## config.mk

```make
export PLATFORM = sky130hd
export DESIGN_NAME = dsdrc_front
export DESIGN_NICKNAME = d
export VERILOG_FILES = /design/src/digit_sum_divisible_range_count_unit_macros.svh /design/src/dsdrc_pkg.sv /design/src/dsdrc_front.sv
export SDC_FILE = /design/constraint.sdc
export NUM_CORES = 1
export LEC_CHECK = 0
export BUFFER_PORTS_ARGS = -buffer_cell sky130_fd_sc_hd__buf_2
export CAP_MARGIN = 10
export CORE_AREA = 2 2 107 109
export DETAILED_ROUTE_END_ITERATION = 12
export DIE_AREA = 0 0 109 111
export GPL_TIMING_DRIVEN = 0
export RECOVER_POWER = 50
export SETUP_SLACK_MARGIN = 0.02
export SYNTH_ARGS = -nofsm -noshare
export SYNTH_HDL_FRONTEND = slang
export SYNTH_SLANG_ARGS = --single-unit
```

## constraint.sdc

```tcl
create_clock -name vclk -period 3.9
set_input_delay 0.78 -clock vclk [all_inputs]
set_output_delay 0.78 -clock vclk [all_outputs]
set_load 0.05 [all_outputs]
```

## src/digit_sum_divisible_range_count_unit_macros.svh

```systemverilog
// assertion macros shared by the block
`ifndef DIGIT_SUM_DIVISIBLE_RANGE_COUNT_UNIT_MACROS_SVH
`define DIGIT_SUM_DIVISIBLE_RANGE_COUNT_UNIT_MACROS_SVH

// same-cycle implication
`define DSD_ASSERT_IMPL(lbl, ante, cons) \
  lbl: assert property (@(posedge clk) disable iff (rst) (ante) |-> (cons)) \
    else $error("same-cycle check failed");

// next-cycle implication
`define DSD_ASSERT_NEXT(lbl, ante, cons) \
  lbl: assert property (@(posedge clk) disable iff (rst) (ante) |=> (cons)) \
    else $error("next-cycle check failed");

`endif

```

## src/dsdrc_pkg.sv

```systemverilog
`timescale 1ns / 1ps
package dsdrc_pkg;

  localparam int MAX_MODULUS = 64;
  localparam int MAX_DIGITS  = 20;
  localparam int VAL_W       = 64;
  localparam int K_W         = 7;
  localparam int RES_W       = $clog2(MAX_MODULUS);
  localparam int DIG_W       = 4;
  localparam int BCD_W       = DIG_W * MAX_DIGITS;
  localparam int DCNT_W      = $clog2(MAX_DIGITS + 1);
  localparam int CONV_W      = $clog2(VAL_W);
  localparam int PADDR_W     = 3;

  localparam logic [PADDR_W-1:0] ADDR_MODULUS = '0;

  typedef struct packed {
    logic [VAL_W-1:0] lo;
    logic [VAL_W-1:0] hi;
    logic [K_W-1:0]   k;
    logic             err;
  } item_t;

  function automatic logic [K_W-1:0] eff_modulus(input logic [K_W-1:0] m);
    logic [K_W-1:0] r;
    r = m;
    if (m == '0) begin
      r = K_W'(1);
    end else if (m > K_W'(MAX_MODULUS)) begin
      r = K_W'(MAX_MODULUS);
    end
    return r;
  endfunction

endpackage

```

## src/dsdrc_front.sv

```systemverilog
`timescale 1ns / 1ps
module dsdrc_front import dsdrc_pkg::*; (
  input  logic             in_valid,
  output logic             in_stall,
  input  logic [VAL_W-1:0] range_low,
  input  logic [VAL_W-1:0] range_high,
  input  logic [K_W-1:0]   modulus,
  input  logic             q_full,
  output logic             q_push,
  output item_t            q_item
);

  assign in_stall   = q_full;
  assign q_push     = in_valid && !q_full;
  assign q_item.lo  = range_low;
  assign q_item.hi  = range_high;
  assign q_item.k   = eff_modulus(modulus);
  assign q_item.err = range_low > range_high;

endmodule

```

-- Yosys cells after proc, flatten, opt, wreduce, memory -nomap -nowiden
Index checks and enable logic that the tools add are counted.
- magnitude comparators: 2
- muxes and demuxes: 2
- reduce and logical (&&, ||, !) cells: 3
- operator list (kind ; count):
    $gt 64x64->1 ; 1
    $mux 7 ; 2
    $gt 7x7->1 const B ; 1
    $logic_not 7->1 ; 1
    $logic_and 1x1->1 ; 1
    $logic_not 1->1 ; 1
- register bits: 0
- input port bits: 137
- output and inout port bits: 138
- logic and storage cells: 7

-- Depth between registers and ports, before layout
- depth in word-level cells: 3
- gate-level depth with buffers: 8
- gate-level depth less buffers: 8

-- Worst setup path after synthesis
No wires, ideal clock.
- path type: in2out
- start point: input range_high[61]
- end point: output q_item[0] (netlist name)
- arrival: 2.779 ns
- data required time: 3.120 ns
- slack: 0.341 ns
- stages on the path: 8
- buffers on the path: 0
- cells stage by stage: inv_1 -> ha_1 -> nand4_2 -> nor4_2 -> nand3_1 -> nand3b_4 -> a41o_1 -> a21oi_1
- RTL lines (what ; RTL line ; text):
    start, declared ; dsdrc_front.sv:6 ; input logic [VAL_W-1:0] range_high,
    end, declared ; dsdrc_front.sv:10 ; output item_t q_item

==> impl_metrics.py <==
metrics = {
    "pwr": {
        "leakage_nw": 2.59,
        "powerDensity_nw_per_um2": 162,
        "max-vdd-ir-drop_v": 0.0000818,
        "fin_total_pwr_mw": 0.669,
    },
    "routing": {
        "drt-wirelength-per-cell_um": 10.5,
        "post_drt_antenna_nets": 0,
        "routed-via-count": 3129,
        "routed_wirelength_mm": 8.27,
        "remaining_drc_errors": 0,
        "vias_per_cell": 3.98,
        "first_pass_iters": 4,
        "initialDrtViolationCount": 37,
    },
    "place": {
        "port_buffers": 275,
        "dpl.hpwl_mm": 7.93,
        "place_ws_ns": 0.256,
        "dp_cells": 786,
        "global_placer_s_final_weighted_congestion": 0.763,
    },
    "outcome": {
        "status": "completed",
    },
    "critical_path": {
        "worst-path-stages": 10,
        "cell_seen_most_often_among_critical_path_stages": "sky130_fd_sc_hd__buf_2",
        "max_stage_delay_ns": 0.33,
        "buffers_and_inverters_on_the_worst_path": 3,
        "cp_slowest_cell": "sky130_fd_sc_hd__nor3_1",
        "worstPathCellList": "buf_2, inv_1, ha_1, and4_1, nand2_1, nor3_1, o311ai_0, a41o_1, a21oi_1, buf_2",
        "worst_path_dominant_cell_family": "compound AO/OA/AOI/OAI gates",
        "crit_arrival_ns": 2.85,
        "critical_path_required_ns": 3.12,
        "critical_path.endpoint_type": "primary output",
        "crit_path_start_kind": "primary input",
        "crit_type": "in -> out",
        "cp_max_fo": 3,
    },
    "floorplan": {
        "initial_core_util_pct": 23.9,
        "die_x_um": 109,
        "io_pins": 275,
        "rows": 39,
        "coreArea_um2": 11100,
        "die-height_um": 111,
        "die-area_um2": 12100,
    },
    "logic_synthesis": {
        "cell_type_with_the_highest_aggregate_area_in_the_netlist": "sky130_fd_sc_hd__buf_4",
        "ys_top_cells_by_count": "129 x sky130_fd_sc_hd__buf_4, 65 x sky130_fd_sc_hd__inv_1, 64 x sky130_fd_sc_hd__ha_1",
        "synth.distinct_cells": 26,
        "synth.avg_cell_area_um2": 7.20,
        "netlist_area_um2": 2650,
        "portion_of_synthesized_cell_area_occupied_by_the_leading_cell_type_pct": 36.5,
        "synth-seq-area-share_pct": 0,
        "most_instantiated_library_cell_after_synthesis": "sky130_fd_sc_hd__buf_4",
        "synthCells": 368,
        "nets_in_the_synthesized_netlist": 569,
        "synth-warning-count": 0,
        "synthTopCellsByArea": "sky130_fd_sc_hd__buf_4 37%, sky130_fd_sc_hd__ha_1 30%, sky130_fd_sc_hd__inv_1 9.2%, sky130_fd_sc_hd__a21oi_1 4.5%, sky130_fd_sc_hd__nand2_1 2.3%",
    },
    "global_routing": {
        "grtUsageMet2_pct": 25.9,
        "grt_start_max_net_pins": 8,
        "globalRouteTotalUtil_pct": 12.4,
        "grt_pass1_wl_mm": 12.6,
        "grt_antenna_before_repair": 0,
        "grt_most_used_layer": "met2",
        "globalRouteOverflowTotal": 0,
        "first_global_vias": 2895,
        "grt_use_met3_pct": 0.235,
        "met1_usage_pct": 14.3,
    },
    "sta": {
        "maxClockFrequency_ghz": 0.275,
        "report.final.slew_viol_count": 0,
        "finalHoldViolCount": 0,
        "final-setup-viol-count": 0,
        "rsz0062_at_grt": "false",
        "slew_headroom_pct": 59.3,
        "tns_ns": 0,
        "measured_slew_at_the_worst_slew_check_pin_ns": 0.612,
        "final.setup.worst_slack_ns": 0.269,
        "timing.final.crit_period_ns": 3.63,
        "final_min_period_over_clock_period_pct": 93.1,
    },
    "final_layout": {
        "finalNonFillerCells": 786,
        "final_layout_size_suffix_gt1_share_pct": 52.7,
        "ff_latch_area_um2": 0,
        "sequential_cell_total": 0,
        "area_delta_synth_final_pct": 55.4,
        "insertedDiodeCount": 0,
        "final.fill_count": 1202,
        "final_net_count": 846,
        "clock_buffer_count": 0,
    },
    "clock_tree": {
        "postCtsHoldBufs": 0,
        "cts_setup_buffers": 0,
        "post_cts_resize_count": 0,
    },
    "run": {
        "max_cap_violations": 0,
    },
    "worst_hold_path": {
        "hold_depth": 3,
        "timing.hold.worst.class": "in -> out",
    },
}
==> stage by stage <==
stage          cell area [um^2]  hold slack (ns)  util [%]
2_1_floorplan              2650             1.73         -
3_3_place_gp               4210             1.89      38.0
3_5_place_dp               4210             1.89      38.0
4_1_cts                    4210             1.89      38.0
5_1_grt                    4120             1.90      37.2
6_report                   4120             1.89      37.2
==> cells in the final DEF, fill, tap and decap left out, types with 9 or more instances in the layout <==
cell type,instances
sky130_fd_sc_hd__inv_1,65
sky130_fd_sc_hd__buf_2,206
sky130_fd_sc_hd__nand2_1,16
sky130_fd_sc_hd__nand3_1,9
sky130_fd_sc_hd__clkbuf_1,70
sky130_fd_sc_hd__nor2_1,9
sky130_fd_sc_hd__a21oi_1,24
sky130_fd_sc_hd__ha_1,64
sky130_fd_sc_hd__buf_4,129
==> power breakdown <==
part / internal, mW / switching (mW) / leakage (nW) / total, mW
combinational: 0.232 / 0.436 / 2.59 / 0.669
clock: 0 / 0 / 0 / 0
sequential: 0 / 0 / 0 / 0
==> path summary, 6_finish.rpt <==
kind,start,endpoint
max,range_high[22],q_item[0]
min,q_full,q_push
==> layout make-up <==
cell class                      instances  area (um^2)  area share, %
Multi-Input combinational cell        173         1440           34.8
Timing Repair Buffer                  275         1290           31.3
Buffer                                130          972           23.6
Inverter                               65          244           5.92
Tap cell                              143          179           4.34
==> logic make-up (layout without fill, tap and decap cells) <==
group	Yosys count	after routing	share of synthesized area, %
buffers and inverters	195	470	45.9
and+or+nand+nor	60	60	12.7
AOI/OAI and AO/OA	49	49	11.2
adders and majority gates	64	64	30.2
==> metal layers <==
| metal | vias up | routed length [um] |
|---|---|---|
| li1 | 1641 | - |
| met1 | 1344 | 3260 |
| met2 | 144 | 4400 |
| met5 | - | 0 |
| met3 | 0 | 612 |
| met4 | 0 | 0 |
(Power assumes the default switching activity.)
