==> config.mk <==
export PLATFORM = sky130hd
export DESIGN_NAME = dsdrc_queue
export DESIGN_NICKNAME = d
export VERILOG_FILES = /design/src/digit_sum_divisible_range_count_unit_macros.svh /design/src/dsdrc_pkg.sv /design/src/dsdrc_queue.sv
export SDC_FILE = /design/constraint.sdc
export NUM_CORES = 1
export LEC_CHECK = 0
export BUFFER_PORTS_ARGS = -buffer_cell sky130_fd_sc_hd__buf_2
export CAP_MARGIN = 20
export CELL_PAD_IN_SITES_DETAIL_PLACEMENT = 1
export CELL_PAD_IN_SITES_GLOBAL_PLACEMENT = 1
export CORE_AREA = 8 8 137 234
export CTS_CLUSTER_SIZE = 10
export DETAILED_ROUTE_END_ITERATION = 8
export DIE_AREA = 0 0 145 242
export HOLD_SLACK_MARGIN = 0.06
export MAX_ROUTING_LAYER = met4
export PLACE_DENSITY_LB_ADDON = 0.25
export SYNTH_ARGS = -nofsm -noshare
export SYNTH_HDL_FRONTEND = slang
export SYNTH_SLANG_ARGS = --single-unit
==> constraint.sdc <==
create_clock -name clk -period 21.7 [get_ports clk]
set_input_delay 2.17 -clock clk [delete_from_list [all_inputs] [get_ports clk]]
set_output_delay 2.17 -clock clk [all_outputs]
set_load 0.02 [all_outputs]
==> src/digit_sum_divisible_range_count_unit_macros.svh <==
// assertion macros shared by the block
`ifndef DIGIT_SUM_DIVISIBLE_RANGE_COUNT_UNIT_MACROS_SVH
`define DIGIT_SUM_DIVISIBLE_RANGE_COUNT_UNIT_MACROS_SVH

// same-cycle implication
`define DSD_ASSERT_IMPL(lbl, ante, cons) \
  lbl: assert property (@(posedge clk) disable iff (rst) (ante) |-> (cons)) \
    else $error("same-cycle check failed");

// next-cycle implication
`define DSD_ASSERT_NEXT(lbl, ante, cons) \
  lbl: assert property (@(posedge clk) disable iff (rst) (ante) |=> (cons)) \
    else $error("next-cycle check failed");

`endif

==> src/dsdrc_pkg.sv <==
`timescale 1ns / 1ps
package dsdrc_pkg;

  localparam int MAX_MODULUS = 64;
  localparam int MAX_DIGITS  = 20;
  localparam int VAL_W       = 64;
  localparam int K_W         = 7;
  localparam int RES_W       = $clog2(MAX_MODULUS);
  localparam int DIG_W       = 4;
  localparam int BCD_W       = DIG_W * MAX_DIGITS;
  localparam int DCNT_W      = $clog2(MAX_DIGITS + 1);
  localparam int CONV_W      = $clog2(VAL_W);
  localparam int PADDR_W     = 3;

  localparam logic [PADDR_W-1:0] ADDR_MODULUS = '0;

  typedef struct packed {
    logic [VAL_W-1:0] lo;
    logic [VAL_W-1:0] hi;
    logic [K_W-1:0]   k;
    logic             err;
  } item_t;

  function automatic logic [K_W-1:0] eff_modulus(input logic [K_W-1:0] m);
    logic [K_W-1:0] r;
    r = m;
    if (m == '0) begin
      r = K_W'(1);
    end else if (m > K_W'(MAX_MODULUS)) begin
      r = K_W'(MAX_MODULUS);
    end
    return r;
  endfunction

endpackage

==> src/dsdrc_queue.sv <==
`timescale 1ns / 1ps
module dsdrc_queue import dsdrc_pkg::*; (
  input  logic  clk,
  input  logic  rst,
  input  logic  push,
  input  item_t push_item,
  output logic  full,
  input  logic  pop,
  output logic  q_valid,
  output item_t q_item
);

  item_t      slots [2];
  logic       wr_ptr;
  logic       rd_ptr;
  logic [1:0] count;

  assign full    = count == 2'd2;
  assign q_valid = count != 2'd0;
  assign q_item  = slots[rd_ptr];

  always_ff @(posedge clk) begin
    if (push) begin
      slots[wr_ptr] <= push_item;
    end
  end

  always_ff @(posedge clk) begin
    if (rst) begin
      wr_ptr <= 1'b0;
      rd_ptr <= 1'b0;
      count  <= 2'd0;
    end else begin
      if (push) begin
        wr_ptr <= !wr_ptr;
      end
      if (pop) begin
        rd_ptr <= !rd_ptr;
      end
      count <= count + 2'(push) - 2'(pop);
    end
  end

endmodule

# Word level (Yosys, flattened, before mapping)
# Memories as Yosys holds them, arrays and structs flattened. A register that Yosys moved wholly into a read port is not among the register bits.
# Cells that the tools add are included.
word_totals:
  regBits: 4
  mem_bits_rw: 272
  input_bits: 140
  n_memories: 1
classes:
  add_sub_neg: 2
  n_eq_ne: 1
  mux: 4
  n_reduce_logical: 3
memory_table:
  columns: ["name", "depth", "word_bits", "rd", "rd_ports_with_merged_regs", "write_ports", "line", "rtl"]
  rows:
  - ["slots", 2, 136, 1, 1, 1, "dsdrc_queue.sv:13", "item_t slots [2];"]
op_table:
  columns: ["operator", "count"]
  rows:
  - ["$mux 1", 4]
  - ["$add 2x1->2", 1]
  - ["$eq 2x2->1 const B", 1]
  - ["$logic_not 1->1", 2]
  - ["$reduce_bool 2->1", 1]
  - ["$sub 2x1->2", 1]

# Depth between registers and ports, before layout
logic_depth:
  depth_word: 3
  depth_mapped: 6

# Worst setup path after synthesis
# OpenSTA, ideal clock, no wires.
synth_path:
  path_kind: "input to register"
  start: "input port push"
  end: "memory slots[0][0] (netlist bit) (enable)"
  setup_ps: 649
  arrival_ps: 8060
  required_ps: 21051
  slack_ps: 12991
  stages: 1
  path_cell_list: "nor2b_1"
synth_via:
  elab_chain_cells: 2
synth_rtl:
  columns: ["element", "line", "rtl"]
  rows:
  - ["start: declaration", "dsdrc_queue.sv:5", "input logic push,"]
  - ["$mux 1", "dsdrc_queue.sv:23", "if (push) begin"]
  - ["$mux 1 (not written as such)", "dsdrc_queue.sv:24", "slots[wr_ptr] <= push_item;"]
  - ["end: declaration", "dsdrc_queue.sv:13", null]
# No other way between the ends.

==> impl_results.md <==
- RR Endpoint: slots[1][80]
- Switching power: just under 300 uW
- Fin nets: just under 900
- Ys Warns: 0
- DRC: 0
- Vias after detailed routing: roughly 5,200
- Hpwl dp: ~17,000 um
- Max Slew Vio Count: 0
- Total power: 1.240 mW
- Remaining global-route overflow: 0
- Vert. Die Dim: around 240 um
- Final GP Congestion: about 0.77
- Mapped Cells: approximately 440
- Post-Route WL: approximately 24,000 um
- Port Buffers: 277
- Initial DRC Count: between 200 and 250
- Row Count: 83
- Worst reg2reg startpoint: wr_ptr
- Core Area: about 29,000 um2
- Worst setup EP type: output pin
- Req. time, crit path: 19.53 ns
- Max Clock Skew: approximately 0.0067 ns
- Peak supply drop: around 0.06 mV
- CP Max Fanout: between 70 and 80
- Kind of critical path: flop to output pin
- Syn-to-layout area delta: 26.51%
- Root Buffer: clkbuf_16
- Fillers: 2,860
- Type of the most critical hold path: flop to flop
- Cell Area, Synth: between 10,000 and 15,000 um2
- P_leak: around 4.9 nW
- Initial antenna violation count: 9
- Die area: approximately 35,000 um2
- Hold path depth: 2
- Worst slew pin tran: 1.045 ns
- Yosys cell types: 14
- Most common cell after layout, fill and taps aside: buf_2
- Drt first pass iters: 4
- Tcrit/Tclk final: 0.2441
- Fin Setup TNS: 0 ns
- First-pass GRT wire length: between 30,000 and 40,000 um
- Hold-fix buffers, CTS: 0
- Antenna-violating nets left: 0
- Share of cells above drive strength 1: 0.5997
- Logic pwr share: 0.128
- Starting density of the core: 0.3514
- Post-CTS Resized: 0
- Commonest cells after routing, fill and taps aside: buf_2 (277), edfxtp_1 (272), mux2_2 (96)
- # placed instances: around 1,100
- Clk buf depth: 3
- Worst R2R Path Depth: 3
- Final worst path period need: around 5.3 ns
- PwrDens: a little under 100 nW/um2
- R2R Setup Slk: 19.48 ns
- Post-route cell area: roughly 13,000 um2
- Crit start category: flop
- Syn Area/Cell: 22.93 um2
- DR vias/cell: approximately 4.5
- Sink Count: approximately 280
- Final Hold Viols: 0
- WP data arrival: about 3.1 ns
- Run status: finished clean
- Worst-path clk slew: around 0.050 ns
- Gr usage total: 0.1386
- Register area share after synthesis: 0.8121
- Final setup viols: 0
- Postcts setup bufs: 0
- CTS tree: done
- Synth Register Bits: about 280
- Relative slew margins: 0.3035
- Unrepaired setup endpoints after global routing: false
- Syn Nets: about 600
- Clock latency at the later pin of the worst-skew pair: 0.54 ns
- Vias in the first global route: between 6,000 and 7,000
- H-tree depth: 1
- CTS buffer count: 31
- Clock power share: 0.357
- Switching Fraction: 0.2340
- Min-delay src: rd_ptr
- Max Cap Viol: 0
- Sequential Power Share: 0.516
- Int Pwr: about 950 uW
- Area after DPL: 11,980 um2
- Largest net degree at the start of global routing: 83
- Chip width: about 150 um
- Non-Filler Instances: around 1,100
- Fmax: roughly 0.19 GHz
- I/O Pins: roughly 280
- DR WL/cell: between 20 and 25 um
[through the flow]
stage / setup WS, ns / hold slack (ns) / utilization
after floorplan: 12.99 / 0.4799 / -
after detailed placement: 16.85 / 0.5109 / 0.4134
after CTS: 16.27 / 0.5360 / 0.4419
final: 16.40 / 0.5342 / 0.4445
after global routing: 16.16 / 0.5647 / 0.4445
after global placement: 16.94 / 0.5000 / 0.4134
[per-layer routing]
layer / GRT usage / share of wire / vias to the layer above
li1: - / - / 2364
met1: 0.1270 / 0.34 / 2563
met2: 0.2631 / 0.58 / 191
met3: 0.03160 / 0.055 / 49
met4: 0.06621 / 0.031 / 0
met5: - / 0 / -
[kinds of logic after synthesis]
family / share of synthesized area
adders and majority gates: 0.002458
DFF: 0.8121
xor gates and xnor gates: 0.003933
buffers and inverters: 0.01180
and+or+nand+nor: 0.004548
muxes: 0.1652
[worst max-delay path, stage by stage, from the launching register on]
cell and delay [ns]:
dfxtp_4 1.01, buf_4 0.91, mux2_2 0.43, buf_2 0.17
[area by class of cell]
| cell class | instances | area [um2] | area share |
|---|---|---|---|
| Antenna cell | 8 | 20.02 | 0.001554 |
| Clock buffer | 45 | 828.3 | 0.06431 |
| Inverter | 2 | 7.507 | 0.0005829 |
| Multi-Input combinational cell | 150 | 1803 | 0.1400 |
| Sequential cell | 277 | 8272 | 0.6422 |
| Tap cell | 382 | 478.0 | 0.03711 |
| Timing Repair Buffer | 283 | 1471 | 0.1142 |
[power groups by stage]
stage,Clock [mW],Sequential [mW],Combinational (mW)
floorplan,0,0.647,0.104
global placement,0,0.649,0.157
detailed placement,0,0.652,0.160
CTS,0.458,0.641,0.161
global route,0.475,0.643,0.168
finish,0.443,0.640,0.158
[Yosys cell counts, drive strengths merged]
master	n	area, um2
and2	1	6.260
buf	15	112.6
dfxtp	5	100.1
edfxtp	272	8168
ha	2	25.02
inv	2	7.510
mux2	136	1682
nor2	4	15.01
nor2b	3	18.77
or2	1	6.260
xnor2	2	17.52
xnor3	1	22.52
[how the worst max path moves through the flow]
stage	start	end	slack [ns]	depth (start not counted)
2_1_floorplan	push	slots[0][0]	12.99	1
6_report	flop	q_item[18]	16.40	3
5_1_grt	flop	q_item[18]	16.16	3
3_5_place_dp	flop	q_item[20]	16.85	3
3_3_place_gp	flop	q_item[23]	16.94	3
4_1_cts	flop	q_item[18]	16.27	3
[state kept, by name (all words and copies together) (netlist names), named ones only]
name and cells:
wr_ptr 1, slots 272, rd_ptr 1, count 2
Power figures use the tool's default switching activity.
